===== src/design/lqwh_pkg.sv =====
// Shared types and constants for the link quality window block.
`timescale 1ns / 1ps
package lqwh_pkg;

  localparam int Q_W = 24;
  localparam int THR_W = 24;
  localparam int WLEN_W = 5;
  localparam int MARGIN_W = 23;
  localparam int ADDR_W = 4;
  localparam int DATA_W = 32;
  localparam int MET_SUM_W = 26;

  localparam logic signed [Q_W-1:0] Q_MAX = 24'sh7FFFFF;
  localparam logic signed [Q_W-1:0] Q_MIN = 24'sh800000;

  localparam logic signed [THR_W-1:0] THR_RST = 24'sd1280;
  localparam logic [WLEN_W-1:0] WLEN_RST = 5'd10;
  localparam logic [MARGIN_W-1:0] MARGIN_RST = 23'd768;
  localparam logic signed [Q_W-1:0] STRENGTH_RST = 24'sd25600;

  // ceil(2^26 / 3): exact truncating divide by three for magnitudes below 2^25
  localparam int RECIP3_W = 25;
  localparam int RECIP3_SHIFT = 26;
  localparam logic [RECIP3_W-1:0] RECIP3 = 25'd22369622;

  localparam logic [1:0] REG_THRESHOLD = 2'd0;
  localparam logic [1:0] REG_WINDOW = 2'd1;
  localparam logic [1:0] REG_MARGIN = 2'd2;

  localparam logic [1:0] FN_STRENGTH = 2'd0;
  localparam logic [1:0] FN_BANDWIDTH = 2'd1;
  localparam logic [1:0] FN_DELAY = 2'd2;

  localparam logic [1:0] ACT_NONE = 2'd0;
  localparam logic [1:0] ACT_ON = 2'd1;
  localparam logic [1:0] ACT_OFF = 2'd2;

  typedef enum logic [2:0] {
    S_IDLE,
    S_UPD,
    S_RAW_GO,
    S_RAW_WAIT,
    S_PUSH,
    S_MEAN_GO,
    S_MEAN_WAIT,
    S_FIN
  } lqwh_state_t;

  typedef struct packed {
    logic load;
    logic upd;
    logic raw_go;
    logic raw_cap;
    logic push;
    logic mean_go;
    logic mean_cap;
    logic fin;
  } lqwh_cmd_t;

  typedef struct packed {
    logic bad_peer;
    logic div_done;
    logic out_busy;
  } lqwh_sts_t;

endpackage


===== src/design/lqwh_regs.sv =====
// Configuration registers behind the APB-style port.
`timescale 1ns / 1ps
module lqwh_regs (
  input  logic                          clk,
  input  logic                          rst_n,
  input  logic                          psel,
  input  logic                          penable,
  input  logic                          pwrite,
  input  logic [lqwh_pkg::ADDR_W-1:0]   paddr,
  input  logic [lqwh_pkg::DATA_W-1:0]   pwdata,
  output logic [lqwh_pkg::DATA_W-1:0]   prdata,
  output logic                          pready,
  output logic signed [lqwh_pkg::THR_W-1:0] thr,
  output logic [lqwh_pkg::WLEN_W-1:0]   wlen,
  output logic [lqwh_pkg::MARGIN_W-1:0] margin,
  output logic                          clr_hist
);
  import lqwh_pkg::*;

  logic signed [THR_W-1:0] thr_r;
  logic [WLEN_W-1:0] wlen_r;
  logic [MARGIN_W-1:0] margin_r;
  logic [1:0] idx;
  logic wr;

  assign idx = paddr[3:2];
  assign wr = psel && penable && pwrite;
  assign pready = 1'b1;

  always_ff @(posedge clk) begin
    if (!rst_n) begin
      thr_r <= THR_RST;
      wlen_r <= WLEN_RST;
      margin_r <= MARGIN_RST;
    end else if (wr) begin
      case (idx)
        REG_THRESHOLD: thr_r <= pwdata[THR_W-1:0];
        REG_WINDOW: wlen_r <= pwdata[WLEN_W-1:0];
        REG_MARGIN: margin_r <= pwdata[MARGIN_W-1:0];
        default: ;
      endcase
    end
  end

  // a changed window length drops all history
  assign clr_hist = wr && (idx == REG_WINDOW) && (pwdata[WLEN_W-1:0] != wlen_r);

  always_comb begin
    case (idx)
      REG_THRESHOLD: prdata = DATA_W'(unsigned'(thr_r));
      REG_WINDOW: prdata = DATA_W'(wlen_r);
      REG_MARGIN: prdata = DATA_W'(margin_r);
      default: prdata = '0;
    endcase
  end

  assign thr = thr_r;
  assign wlen = wlen_r;
  assign margin = margin_r;
endmodule


===== src/design/lqwh_div.sv =====
// Iterative signed-by-unsigned divider, one quotient bit per cycle, truncating.
`timescale 1ns / 1ps
module lqwh_div #(
  parameter int DVD_W = 29,
  parameter int DVS_W = 5
) (
  input  logic                    clk,
  input  logic                    rst_n,
  input  logic                    start,
  input  logic signed [DVD_W-1:0] dividend,
  input  logic [DVS_W-1:0]        divisor,
  output logic signed [DVD_W-1:0] quotient,
  output logic                    done
);
  localparam int CW = $clog2(DVD_W + 1);

  logic busy_r, done_r, neg_r;
  logic [CW-1:0] cnt_r;
  logic [DVD_W-1:0] q_r;
  logic [DVS_W-1:0] rem_r, d_r;
  logic [DVS_W:0] rs;
  logic fit;

  assign rs = {rem_r, q_r[DVD_W-1]};
  assign fit = rs >= {1'b0, d_r};

  always_ff @(posedge clk) begin
    if (!rst_n) begin
      busy_r <= 1'b0;
      done_r <= 1'b0;
      cnt_r <= '0;
    end else begin
      done_r <= 1'b0;
      if (start) begin
        busy_r <= 1'b1;
        cnt_r <= CW'(DVD_W);
      end else if (busy_r) begin
        cnt_r <= cnt_r - 1'b1;
        if (cnt_r == CW'(1)) begin
          busy_r <= 1'b0;
          done_r <= 1'b1;
        end
      end
    end
  end

  always_ff @(posedge clk) begin
    if (start) begin
      q_r <= dividend[DVD_W-1] ? unsigned'(-dividend) : unsigned'(dividend);
      rem_r <= '0;
      d_r <= divisor;
      neg_r <= dividend[DVD_W-1];
    end else if (busy_r) begin
      rem_r <= fit ? DVS_W'(rs - {1'b0, d_r}) : rs[DVS_W-1:0];
      q_r <= {q_r[DVD_W-2:0], fit};
    end
  end

  assign quotient = neg_r ? -signed'(q_r) : signed'(q_r);
  assign done = done_r;
endmodule


===== src/design/lqwh_ctrl.sv =====
// Sequencer for one item: metric update, raw divide, window push, mean divide, result.
`timescale 1ns / 1ps
module lqwh_ctrl (
  input  logic               clk,
  input  logic               rst_n,
  input  logic               in_valid,
  output logic               in_stall,
  input  lqwh_pkg::lqwh_sts_t sts,
  output lqwh_pkg::lqwh_cmd_t cmd
);
  import lqwh_pkg::*;

  lqwh_state_t state_r, state_nxt;

  always_ff @(posedge clk) begin
    if (!rst_n) state_r <= S_IDLE;
    else state_r <= state_nxt;
  end

  always_comb begin
    state_nxt = state_r;
    case (state_r)
      S_IDLE: if (in_valid) state_nxt = S_UPD;
      S_UPD: state_nxt = sts.bad_peer ? S_FIN : S_RAW_GO;
      S_RAW_GO: state_nxt = S_RAW_WAIT;
      S_RAW_WAIT: state_nxt = S_PUSH;
      S_PUSH: state_nxt = S_MEAN_GO;
      S_MEAN_GO: state_nxt = S_MEAN_WAIT;
      S_MEAN_WAIT: if (sts.div_done) state_nxt = S_FIN;
      S_FIN: if (!sts.out_busy) state_nxt = S_IDLE;
      default: state_nxt = S_IDLE;
    endcase
  end

  always_comb begin
    cmd = '0;
    in_stall = 1'b1;
    case (state_r)
      S_IDLE: begin
        in_stall = 1'b0;
        cmd.load = in_valid;
      end
      S_UPD: cmd.upd = 1'b1;
      S_RAW_GO: cmd.raw_go = 1'b1;
      S_RAW_WAIT: cmd.raw_cap = 1'b1;
      S_PUSH: cmd.push = 1'b1;
      S_MEAN_GO: cmd.mean_go = 1'b1;
      S_MEAN_WAIT: cmd.mean_cap = 1'b1;
      S_FIN: cmd.fin = 1'b1;
      default: ;
    endcase
  end
endmodule


===== src/design/lqwh_dp.sv =====
// Datapath: per-peer metrics, history ring, window sums, hysteresis and result register.
`timescale 1ns / 1ps
module lqwh_dp #(
  parameter int NUM_PEERS = 4,
  parameter int WINDOW_MAX = 16
) (
  input  logic                              clk,
  input  logic                              rst_n,
  input  lqwh_pkg::lqwh_cmd_t               cmd,
  output lqwh_pkg::lqwh_sts_t               sts,
  input  logic [1:0]                        in_peer,
  input  logic [1:0]                        in_func,
  input  logic signed [lqwh_pkg::Q_W-1:0]   in_metric_value,
  input  logic signed [lqwh_pkg::THR_W-1:0] thr,
  input  logic [lqwh_pkg::WLEN_W-1:0]       wlen,
  input  logic [lqwh_pkg::MARGIN_W-1:0]     margin,
  input  logic                              clr_hist,
  output logic                              out_valid,
  input  logic                              out_stall,
  output logic [1:0]                        out_peer_out,
  output logic signed [lqwh_pkg::Q_W-1:0]   out_mean_quality,
  output logic                              out_full_map_on,
  output logic [1:0]                        out_action,
  output logic                              out_forward_full
);
  import lqwh_pkg::*;

  localparam int LW = $clog2(WINDOW_MAX + 1);
  localparam int PW = (WINDOW_MAX > 1) ? $clog2(WINDOW_MAX) : 1;
  localparam int PIW = (NUM_PEERS > 1) ? $clog2(NUM_PEERS) : 1;
  localparam int DEPTH = NUM_PEERS * WINDOW_MAX;
  localparam int AW = (DEPTH > 1) ? $clog2(DEPTH) : 1;
  localparam int SUM_W = Q_W + LW;
  localparam int DVD_W = SUM_W;
  localparam int DVS_W = LW;
  localparam int HW = Q_W + 2;
  localparam int PROD_W = MET_SUM_W + RECIP3_W;

  logic [1:0] peer_r, func_r;
  logic signed [Q_W-1:0] val_r;
  logic [PIW-1:0] pidx;
  logic bad;

  logic signed [Q_W-1:0] str_r [NUM_PEERS];
  logic signed [Q_W-1:0] bw_r [NUM_PEERS];
  logic signed [Q_W-1:0] dly_r [NUM_PEERS];
  logic [LW-1:0] fill_r [NUM_PEERS];
  logic [PW-1:0] ptr_r [NUM_PEERS];
  logic signed [SUM_W-1:0] sum_r [NUM_PEERS];
  logic flag_r [NUM_PEERS];

  logic signed [Q_W-1:0] ring [DEPTH];
  logic signed [Q_W-1:0] ring_rd_r;
  logic [AW-1:0] ring_addr;

  logic [LW-1:0] len_eff;
  logic [PW-1:0] ptr_eff, ptr_q_r, ptr_inc;
  logic signed [Q_W-1:0] s_new, b_new, d_new;
  logic signed [MET_SUM_W-1:0] sum3_r;
  logic signed [Q_W-1:0] raw_r, mean_r;
  logic signed [SUM_W-1:0] sum_new;

  logic [MET_SUM_W-1:0] mag3, q3_mag;
  logic [PROD_W-1:0] prod3_r;
  logic neg3_r;
  logic signed [MET_SUM_W-1:0] quo3;

  logic div_start;
  logic signed [DVD_W-1:0] div_dvd, div_q;
  logic [DVS_W-1:0] div_dvs;
  logic div_done;

  logic signed [HW-1:0] mean_x, thr_x, on_lvl, off_lvl;
  logic flag_nxt;
  logic [1:0] act;

  logic out_valid_r, full_r, fwd_r;
  logic [1:0] peer_out_r, act_r;
  logic signed [Q_W-1:0] mq_r;

  assign pidx = PIW'(peer_r);
  assign bad = 32'(peer_r) >= NUM_PEERS;

  always_ff @(posedge clk) begin
    if (cmd.load) begin
      peer_r <= in_peer;
      func_r <= in_func;
      val_r <= in_metric_value;
    end
  end

  always_comb begin
    if (wlen == '0) len_eff = LW'(1);
    else if (32'(wlen) > WINDOW_MAX) len_eff = LW'(WINDOW_MAX);
    else len_eff = LW'(wlen);
  end

  assign ptr_eff = (32'(ptr_r[pidx]) >= 32'(len_eff)) ? '0 : ptr_r[pidx];
  assign ptr_inc = PW'(32'(ptr_q_r) + 1);
  assign ring_addr = AW'(32'(pidx) * WINDOW_MAX + 32'(cmd.upd ? ptr_eff : ptr_q_r));

  assign s_new = (func_r == FN_STRENGTH) ? val_r : str_r[pidx];
  assign b_new = (func_r == FN_BANDWIDTH) ? val_r : bw_r[pidx];
  assign d_new = (func_r == FN_DELAY) ? val_r : dly_r[pidx];

  always_ff @(posedge clk) begin
    if (cmd.upd) begin
      sum3_r <= MET_SUM_W'(s_new) + MET_SUM_W'(b_new) - MET_SUM_W'(d_new);
      ptr_q_r <= ptr_eff;
      ring_rd_r <= ring[ring_addr];
    end
    if (cmd.push && !bad) ring[ring_addr] <= raw_r;
  end

  // divide by three: multiply the magnitude by the reciprocal, restore the sign
  assign mag3 = sum3_r[MET_SUM_W-1] ? unsigned'(-sum3_r) : unsigned'(sum3_r);
  assign q3_mag = MET_SUM_W'(prod3_r[PROD_W-1:RECIP3_SHIFT]);
  assign quo3 = neg3_r ? -signed'(q3_mag) : signed'(q3_mag);

  always_ff @(posedge clk) begin
    if (cmd.raw_go) begin
      prod3_r <= PROD_W'(mag3) * PROD_W'(RECIP3);
      neg3_r <= sum3_r[MET_SUM_W-1];
    end
    if (cmd.raw_cap) begin
      if (quo3 > MET_SUM_W'(Q_MAX)) raw_r <= Q_MAX;
      else if (quo3 < MET_SUM_W'(Q_MIN)) raw_r <= Q_MIN;
      else raw_r <= quo3[Q_W-1:0];
    end
    if (cmd.mean_cap && div_done) mean_r <= div_q[Q_W-1:0];
  end

  always_comb begin
    if (fill_r[pidx] < len_eff) sum_new = sum_r[pidx] + SUM_W'(raw_r);
    else sum_new = sum_r[pidx] - SUM_W'(ring_rd_r) + SUM_W'(raw_r);
  end

  always_ff @(posedge clk) begin
    if (!rst_n) begin
      for (int i = 0; i < NUM_PEERS; i++) begin
        str_r[i] <= STRENGTH_RST;
        bw_r[i] <= '0;
        dly_r[i] <= '0;
        fill_r[i] <= '0;
        ptr_r[i] <= '0;
        sum_r[i] <= '0;
        flag_r[i] <= 1'b0;
      end
    end else if (clr_hist) begin
      for (int i = 0; i < NUM_PEERS; i++) begin
        fill_r[i] <= '0;
        ptr_r[i] <= '0;
        sum_r[i] <= '0;
      end
    end else if (!bad) begin
      if (cmd.upd) begin
        case (func_r)
          FN_STRENGTH: str_r[pidx] <= val_r;
          FN_BANDWIDTH: bw_r[pidx] <= val_r;
          FN_DELAY: dly_r[pidx] <= val_r;
          default: ;
        endcase
      end
      if (cmd.push) begin
        if (fill_r[pidx] < len_eff) fill_r[pidx] <= fill_r[pidx] + 1'b1;
        sum_r[pidx] <= sum_new;
        ptr_r[pidx] <= (32'(ptr_inc) >= 32'(len_eff)) ? '0 : ptr_inc;
      end
      if (cmd.fin && !sts.out_busy) flag_r[pidx] <= flag_nxt;
    end
  end

  // the divider computes the mean of the window
  assign div_start = cmd.mean_go;
  assign div_dvd = DVD_W'(sum_r[pidx]);
  assign div_dvs = DVS_W'(fill_r[pidx]);

  lqwh_div #(.DVD_W(DVD_W), .DVS_W(DVS_W)) u_div (
    .clk(clk),
    .rst_n(rst_n),
    .start(div_start),
    .dividend(div_dvd),
    .divisor(div_dvs),
    .quotient(div_q),
    .done(div_done)
  );

  assign mean_x = HW'(mean_r);
  assign thr_x = HW'(thr);
  assign on_lvl = thr_x + signed'(HW'(margin));
  assign off_lvl = thr_x - signed'(HW'(margin));

  always_comb begin
    flag_nxt = flag_r[pidx];
    act = ACT_NONE;
    if (mean_x >= on_lvl && !flag_r[pidx]) begin
      flag_nxt = 1'b1;
      act = ACT_ON;
    end else if (mean_x <= off_lvl && flag_r[pidx]) begin
      flag_nxt = 1'b0;
      act = ACT_OFF;
    end
  end

  assign sts.bad_peer = bad;
  assign sts.div_done = div_done;
  assign sts.out_busy = out_valid_r && out_stall;

  always_ff @(posedge clk) begin
    if (!rst_n) out_valid_r <= 1'b0;
    else if (cmd.fin && !sts.out_busy) out_valid_r <= 1'b1;
    else if (!out_stall) out_valid_r <= 1'b0;
  end

  always_ff @(posedge clk) begin
    if (cmd.fin && !sts.out_busy) begin
      peer_out_r <= peer_r;
      if (bad) begin
        mq_r <= '0;
        full_r <= 1'b0;
        act_r <= ACT_NONE;
        fwd_r <= 1'b0;
      end else begin
        mq_r <= mean_r;
        full_r <= flag_nxt;
        act_r <= act;
        fwd_r <= flag_nxt && (mean_x >= thr_x);
      end
    end
  end

  assign out_valid = out_valid_r;
  assign out_peer_out = peer_out_r;
  assign out_mean_quality = mq_r;
  assign out_full_map_on = full_r;
  assign out_action = act_r;
  assign out_forward_full = fwd_r;
endmodule


===== src/design/link_quality_window_hysteresis.sv =====
// Top level of the per-peer link quality window with hysteresis.
//
// Input channel (in_valid/in_stall): one item sets at most one metric (strength,
// bandwidth or delay) of one peer; each item gives exactly one result item.
// Result channel (out_valid/out_stall): peer, windowed mean, hysteresis flag,
// switch action and forwarding permit.
// Items are handled one at a time. The raw quality is divided by three with a
// registered reciprocal multiply; the window sum is divided by the fill count
// in a one-bit-per-cycle divider whose dividend is DVD_W bits wide, with
// DVD_W = 24+clog2(WINDOW_MAX+1). The result is offered once the mean divide
// is done, and the next item can be taken once the previous result has been
// loaded into the output register. A peer index at or above NUM_PEERS skips
// the arithmetic and offers its peer index with all other fields zero.
// The result sits in an output register and the next item is accepted while
// it waits; if the receiver still stalls when the next result is ready, that
// result is held back and the input stalls until the register frees.
// Reset (rst_n low, synchronous) restores register defaults, clears all window
// history and flags and needs no clearing pass. Configuration is written over
// the APB-style port; the user must write it only while idle, which the block
// does not enforce. A new window length drops the history of every peer.
`timescale 1ns / 1ps
module link_quality_window_hysteresis #(
  parameter int NUM_PEERS = 4,
  parameter int WINDOW_MAX = 16
) (
  input  logic                            clk,
  input  logic                            rst_n,
  input  logic                            in_valid,
  output logic                            in_stall,
  input  logic [1:0]                      in_peer,
  input  logic [1:0]                      in_func,
  input  logic signed [lqwh_pkg::Q_W-1:0] in_metric_value,
  output logic                            out_valid,
  input  logic                            out_stall,
  output logic [1:0]                      out_peer_out,
  output logic signed [lqwh_pkg::Q_W-1:0] out_mean_quality,
  output logic                            out_full_map_on,
  output logic [1:0]                      out_action,
  output logic                            out_forward_full,
  input  logic                            psel,
  input  logic                            penable,
  input  logic                            pwrite,
  input  logic [lqwh_pkg::ADDR_W-1:0]     paddr,
  input  logic [lqwh_pkg::DATA_W-1:0]     pwdata,
  output logic [lqwh_pkg::DATA_W-1:0]     prdata,
  output logic                            pready
);
  import lqwh_pkg::*;

  lqwh_cmd_t cmd;
  lqwh_sts_t sts;
  logic signed [THR_W-1:0] thr;
  logic [WLEN_W-1:0] wlen;
  logic [MARGIN_W-1:0] margin;
  logic clr_hist;

  lqwh_regs u_regs (
    .clk(clk), .rst_n(rst_n),
    .psel(psel), .penable(penable), .pwrite(pwrite),
    .paddr(paddr), .pwdata(pwdata), .prdata(prdata), .pready(pready),
    .thr(thr), .wlen(wlen), .margin(margin), .clr_hist(clr_hist)
  );

  lqwh_ctrl u_ctrl (
    .clk(clk), .rst_n(rst_n),
    .in_valid(in_valid), .in_stall(in_stall),
    .sts(sts), .cmd(cmd)
  );

  lqwh_dp #(.NUM_PEERS(NUM_PEERS), .WINDOW_MAX(WINDOW_MAX)) u_dp (
    .clk(clk), .rst_n(rst_n),
    .cmd(cmd), .sts(sts),
    .in_peer(in_peer), .in_func(in_func), .in_metric_value(in_metric_value),
    .thr(thr), .wlen(wlen), .margin(margin), .clr_hist(clr_hist),
    .out_valid(out_valid), .out_stall(out_stall),
    .out_peer_out(out_peer_out), .out_mean_quality(out_mean_quality),
    .out_full_map_on(out_full_map_on), .out_action(out_action),
    .out_forward_full(out_forward_full)
  );
endmodule


===== config.mk =====
export PLATFORM = sky130hd
export DESIGN_NAME = link_quality_window_hysteresis
export DESIGN_NICKNAME = d
export VERILOG_FILES = /design/src/design/lqwh_pkg.sv /design/src/design/lqwh_regs.sv /design/src/design/lqwh_div.sv /design/src/design/lqwh_ctrl.sv /design/src/design/lqwh_dp.sv /design/src/design/link_quality_window_hysteresis.sv
export SDC_FILE = /design/constraint.sdc
export NUM_CORES = 2
export LEC_CHECK = 0
export BUFFER_PORTS_ARGS = -buffer_cell sky130_fd_sc_hd__buf_2
export CORE_ASPECT_RATIO = 1.5
export CORE_MARGIN = 1
export CORE_UTILIZATION = 40
export DETAILED_ROUTE_END_ITERATION = 10
export GPL_ROUTABILITY_DRIVEN = 0
export PLACE_DENSITY = 0.63
export SLEW_MARGIN = 20
export SYNTH_ARGS = -nofsm -noshare
export SYNTH_HDL_FRONTEND = slang
export SYNTH_SLANG_ARGS = --single-unit

===== constraint.sdc =====
create_clock -name clk -period 8.2 [get_ports clk]
set_input_delay 0.41 -clock clk [delete_from_list [all_inputs] [get_ports clk]]
set_output_delay 0.41 -clock clk [all_outputs]
set_load 0.01 [all_outputs]

# --- Yosys cells after proc, flatten, opt, wreduce, memory -nomap -nowiden ---
# Memories as Yosys holds them, arrays and structs flattened. A register that Yosys moved wholly into a read port is not among the register bits.
# Index checks and enable logic that the tools add are counted.
totals:
  regBits: 290
  ram_bits: 1980
  output_inout_bits: 65
  word_cells: 238
  mem_count: 8
op_classes:
  n_addsub: 16
  n_mul: 1
  order_cmp: 10
  n_eq_ne: 17
  muxes: 115
  bitwise_logic: 14
  n_reduce_logical: 30
memory_table:
  columns: ["memory", "words", "width", "read_ports", "rd_ports_with_merged_regs", "write_ports", "line_no", "source"]
  rows:
  - ["u_dp.ring", 64, 24, 1, 1, 1, "lqwh_dp.sv:52", "logic signed [Q_W-1:0] ring [DEPTH];"]
  - ["u_dp.sum_r", 4, 29, 1, 1, 4, "lqwh_dp.sv:49", "logic signed [SUM_W-1:0] sum_r [NUM_PEERS];"]
  - ["u_dp.bw_r", 4, 24, 1, 1, 4, "lqwh_dp.sv:45", "logic signed [Q_W-1:0] bw_r [NUM_PEERS];"]
  - ["u_dp.dly_r", 4, 24, 1, 1, 4, "lqwh_dp.sv:46", "logic signed [Q_W-1:0] dly_r [NUM_PEERS];"]
  - ["u_dp.str_r", 4, 24, 1, 1, 4, "lqwh_dp.sv:44", "logic signed [Q_W-1:0] str_r [NUM_PEERS];"]
  - ["u_dp.fill_r", 4, 5, 1, 1, 4, "lqwh_dp.sv:47", "logic [LW-1:0] fill_r [NUM_PEERS];"]
  - ["2 more memories", null, null, null, null, null, null, null]
op_table:
  columns: ["cell", "n"]
  rows:
  - ["2-to-1 mux 29 bit", 9]
  - ["2-to-1 mux 24 bit", 8]
  - ["one-hot mux 24 bit (3 select lines)", 1]
  - ["OR reduction 24 bit", 3]
  - ["adder 29 x 24 -> 29 bit", 2]
  - ["2-to-1 mux 1 bit", 58]
  - ["2-to-1 mux 26 bit", 2]
  - ["adder 24 x 24 -> 25 bit", 2]
  - ["multiplier 26 x 24 -> 50 bit (second input constant)", 1]
  - ["2-to-1 mux 5 bit", 10]
  - ["2-to-1 mux 4 bit", 8]
  - ["2-to-1 mux 2 bit", 15]
  - ["negator 29 bit", 1]
  - ["OR reduction 29 bit", 1]
  - ["subtractor 29 x 24 -> 29 bit", 1]
  - ["greater-than comparator 26 x 24 -> 1 bit (second input constant)", 1]
  - ["less-than comparator 26 x 24 -> 1 bit (second input constant)", 1]
  - ["negator 25 -> 26 bit", 1]
  - ["negator 26 bit", 1]
  - ["subtractor 25 x 24 -> 26 bit", 1]
  - ["greater-or-equal comparator 24 x 25 -> 1 bit", 1]
  - ["<= comparator 24 x 25 -> 1 bit", 1]
  - ["subtractor 24 x 24 -> 25 bit", 1]
  - ["greater-or-equal comparator 24 bit", 1]
  - ["36 further kinds", 72]

# --- Logic depth before layout (Yosys ltp) ---
depth:
  ltp_word: 11
  depth_mapped: 33

# --- By module ---
# From an unflattened synthesis, not the netlist that was laid out.
unflattened:
  cells_unflattened: 8490
  hier_area_um2: 112937.1
by_module_without_submodules:
  columns: ["module", "n_inst", "cells_per_inst", "area_each_um2"]
  rows:
  - ["lqwh_dp", 1, 7724, 106478.4]
  - ["lqwh_div", 1, 415, 3547.2]
  - ["lqwh_regs", 1, 318, 2657.5]
  - ["lqwh_ctrl", 1, 33, 254.0]

# --- Least setup slack after synthesis ---
# No wires, ideal clock.
synth_timing:
  path_type: "register to register"
  from: "reg u_dp.sum3_r[7]"
  to: "reg u_dp.prod3_r[50], data pin"
  setup_time_ns: 0.260
  t_arrival_ns: 7.912
  required_ns: 7.940
  slack_ns: 0.029
  path_stages_with_launch: 32
  synth_period_minus_slack_ns: 8.171
  cell_sequence: "edfxtp_1 > or4_1 > or2_2 > o41ai_2 > and2_1 > nand2b_1 > nand2b_1 > o21ai_0 > xnor2_1 > ha_1 > inv_1 > fa_1 > fa_1 > fa_1 > inv_1 > fa_1 > fa_1 > inv_1 > fa_1 > inv_1 > ha_1 > clkbuf_1 > nand3_1 > nor3_1 > o31ai_1 > a31oi_1 > o31ai_1 > o2111ai_1 > a21oi_1 > o21bai_1 > a21oi_1 > xnor2_1"
synth_via:
  elab_chain_cells: 3
synth_rtl:
  columns: ["item", "line_no", "source"]
  rows:
  - ["from (decl)", "lqwh_dp.sv:59", "logic signed [MET_SUM_W-1:0] sum3_r;"]
  - ["from (signal assigned)", "lqwh_dp.sv:108", "sum3_r <= MET_SUM_W'(s_new) + MET_SUM_W'(b_new) - MET_SUM_W'(d_new);"]
  - ["negator 26 bit", "lqwh_dp.sv:116", "assign mag3 = sum3_r[MET_SUM_W-1] ? unsigned'(-sum3_r) : unsigned'(sum3_r);"]
  - ["2-to-1 mux 26 bit *", "lqwh_dp.sv:116", null]
  - ["multiplier 26 x 24 -> 50 bit *", "lqwh_dp.sv:122", "prod3_r <= PROD_W'(mag3) * PROD_W'(RECIP3);"]
  - ["to (signal assigned)", "lqwh_dp.sv:122", null]
  - ["to (decl)", "lqwh_dp.sv:64", "logic [PROD_W-1:0] prod3_r;"]
# Mark *: on every way between the ends. The rest lies on a longest branch, timed or not.
# A chain may end at the register's enable or synchronous reset.

# --- Final worst setup path ---
layout_timing:
  from: "reg u_dp.sum3_r[8]"
  to: "reg u_dp.prod3_r[50], data pin"
# Same word-level chain as after synthesis.

==> run summary <==
Root Buffer = clkbuf_16
top cell type's share of synthesized area = 59.8%
most frequent cells in the layout = edfxtp_1, inv_1, nor2_1, ha_1, nand2_1
highest attainable clock frequency = 122 MHz
first-pass GRT wire length = 460 mm
data required time of the worst path = 8.78 ns
fillers = 23,900
CP peak stage delay = 0.59 ns
Worst Tran Pin Value = 1.23 ns
Setup TNS = 0 ns
drc violations = 0
Synth Warn # = 0
register area share after synthesis = 61.2%
Setup CP Type = flip-flop to flip-flop
predominant post-synthesis flop cell = edfxtp_1
post-synth top area cell = edfxtp_1
initial core utilization = 40.3%
total global-route track usage = 22.2%
wire length on met2 = 161 mm
Tightest Hold Check Type = primary input to flip-flop
Final #Nets = 9,250
status = completed
drt initial violations = 6,940
Worst EP arrival = 8.77 ns
layout cells sized above 1 = 14.7%
Post-synth ARST share = 0%
clk_skew = 0.123 ns
CP Max Fanout = 5
RSZ-0062 raised after global routing = yes
FP Rows = 235
hold violation count in the final report = 0
Buffers & Inverters on Critical Path = 5
headroom to the max-slew limit = 17.3%
Die H = 645 um
drt first pass iters = 6
hpwl dp = 204 mm
DR WL met3 = 18.8 mm
die area = 278,000 um2
top cells by area, synth = edfxtp_1, ha_1, fa_1
slowest stage cell, crit path = fa_1
Max Slew Vio Count = 0
initial antenna violation count = 6
Clock Sinks = 2,271
register bit total from synthesis = 2,271
maximum number of pins on one net before global-route repair = 88
Core Area = 274,000 um2
WL met1 = 116 mm
crit share post-route = 99.9%
TritonCTS clock tree = built
Distinct cells, synth = 98
Worst-Skew Late Latency = 0.88 ns
Most Frequent Cell on Critical Path = fa_1
CTS buffer count = 211
num ports = 136
CTS Buffer Depth = 4
vias per cell = 5.70
synthesis-to-layout area growth = 13.4%
Worst Setup End Kind = flip-flop
routed via count = 69,700
Post-Syn Instances = 7,997
GRT overflow = 0
die width = 431 um
synthesized cell area = 110,000 um2
routed len/inst = 25.9 um
Max Cap Violations = 0
highest metal used = met4
commonest non-fill, non-tap cell in the layout = edfxtp_1
minimum clock period = 8.19 ns
vias in the first global route = 70,800
startpoint class of the critical path = flip-flop
Reg clk slew, reported paths = 0.07 ns
buffers added on ports = 116
H-tree depth = 4
synthesized area per cell = 13.8 um2
Detail Route Antenna Nets = 0
Final Setup Violations = 0
Worst path top cell family by delay = adder cells
Post-synth EDFFs = 2,198
Routed WL = 317 mm
worst paths after layout:
| path | from | to | slack (ns) | cells past startpoint |
|---|---|---|---|---|
| worst max-delay path | u_dp.sum3_r[8] | u_dp.prod3_r[50] | 0.01 | 31 |
| worst min-delay path | rst_n | u_regs.margin[8] | 0.14 | 2 |
| worst max register to register | u_dp.sum3_r[8] | u_dp.prod3_r[50] | 0.01 | 31 |
| worst min register to register | u_dp.mean_r[0] | u_dp.out_mean_quality[0] | 0.46 | 0 |
cell usage after synthesis, drive strengths merged (54+ instances only):
| cell | instances |
|---|---|
| a21o | 59 |
| nand3 | 71 |
| o21ai | 301 |
| a221oi | 144 |
| mux2 | 158 |
| a21boi | 54 |
| clkbuf | 233 |
| a22oi | 195 |
| ha | 498 |
| and3 | 141 |
| mux4 | 110 |
| a21oi | 205 |
| inv | 793 |
| xnor2 | 168 |
| mux2i | 149 |
| buf | 143 |
| a32oi | 197 |
| edfxtp | 2198 |
| a31oi | 142 |
| xor2 | 72 |
| nand2 | 435 |
| nor2 | 592 |
| dfxtp | 73 |
| fa | 298 |
layer usage:
metal | vias up | GRT usage, %
met5 | - | 0
met4 | 0 | 13.2
met3 | 686 | 2.67
met2 | 2741 | 39.3
met1 | 35600 | 25.8
li1 | 30600 | -
worst reg2reg max path: cells and delay by family, from the launching register on:
family | cells | cell delay [ns]
adder cells (fa/ha/maj) | 8 | 3.56
AO/OA/AOI/OAI | 11 | 2.17
AND/OR/NAND/NOR | 5 | 1.30
buffers and inverters | 5 | 0.40
flip-flops | 1 | 0.39
XOR/XNOR | 2 | 0.19
per-stage QoR:
| step | std cells | setup slack, ns | area, um2 | hold slack (ns) | util, % |
|---|---|---|---|---|---|
| 2_1_floorplan | 8004 | 0.0286 | 110000 | 0.424 | - |
| 3_3_place_gp | 11800 | -0.539 | 117000 | 0.454 | 42.8 |
| 3_5_place_dp | 11800 | -0.569 | 117000 | 0.456 | 42.8 |
| 4_1_cts | 12200 | -0.0167 | 125000 | 0.0944 | 45.6 |
| 5_1_grt | 12200 | -0.280 | 125000 | 0.172 | 45.7 |
| 6_report | 12200 | 0.0118 | 125000 | 0.145 | 45.7 |
area by class of cell:
type / instances / area, um2 / share of cell area (%)
timing repair buffer: 542 / 4110 / 3.29
antenna: 4 / 10.0 / 0.00800
clock inverter: 110 / 1290 / 1.03
inverter: 794 / 2980 / 2.38
clock buffer: 266 / 5580 / 4.46
sequential: 2271 / 67500 / 53.9
tap: 3673 / 4600 / 3.67
multi-input combinational: 4563 / 39000 / 31.2
registers in the layout, indices dropped and copies added, names as in the netlist, 5 cells and up, named ones only:
signal                 cells
u_dp.fill_r               20
u_dp.out_mean_quality     24
u_dp.raw_r                24
u_dp.u_div.d_r             5
u_dp.ptr_r                16
u_dp.str_r                96
u_regs.margin             23
u_dp.sum3_r               26
u_dp.prod3_r              25
u_dp.val_r                24
u_dp.u_div.rem_r           5
u_dp.u_div.cnt_r           5
u_dp.mean_r               24
u_dp.u_div.q_r            29
u_dp.ring_rd_r            24
u_dp.ring               1536
u_regs.wlen                5
u_regs.thr                24
u_dp.bw_r                 96
u_dp.sum_r               116
u_dp.dly_r                96
cell families after synthesis:
logic type / share of synthesized area [%]
AO/OA/AOI/OAI: 9.84
XOR/XNOR: 1.91
adder cells (fa/ha/maj): 11.1
buffers and inverters: 4.23
flip-flops: 61.2
multiplexers: 5.34
other: 0.00681
AND/OR/NAND/NOR: 6.46
what timing repair did:
action,in CTS,in global routing
setup buffers,4,6
endpoints found under the hold margin,84,0
setup endpoints to repair,15,12
hold buffers,54,0
pin swaps,17,19
resized for setup,35,48
Power is left out: the tool's default activity adds up to more than one toggle a clock period on the data nets, which glitch-free logic cannot reach.
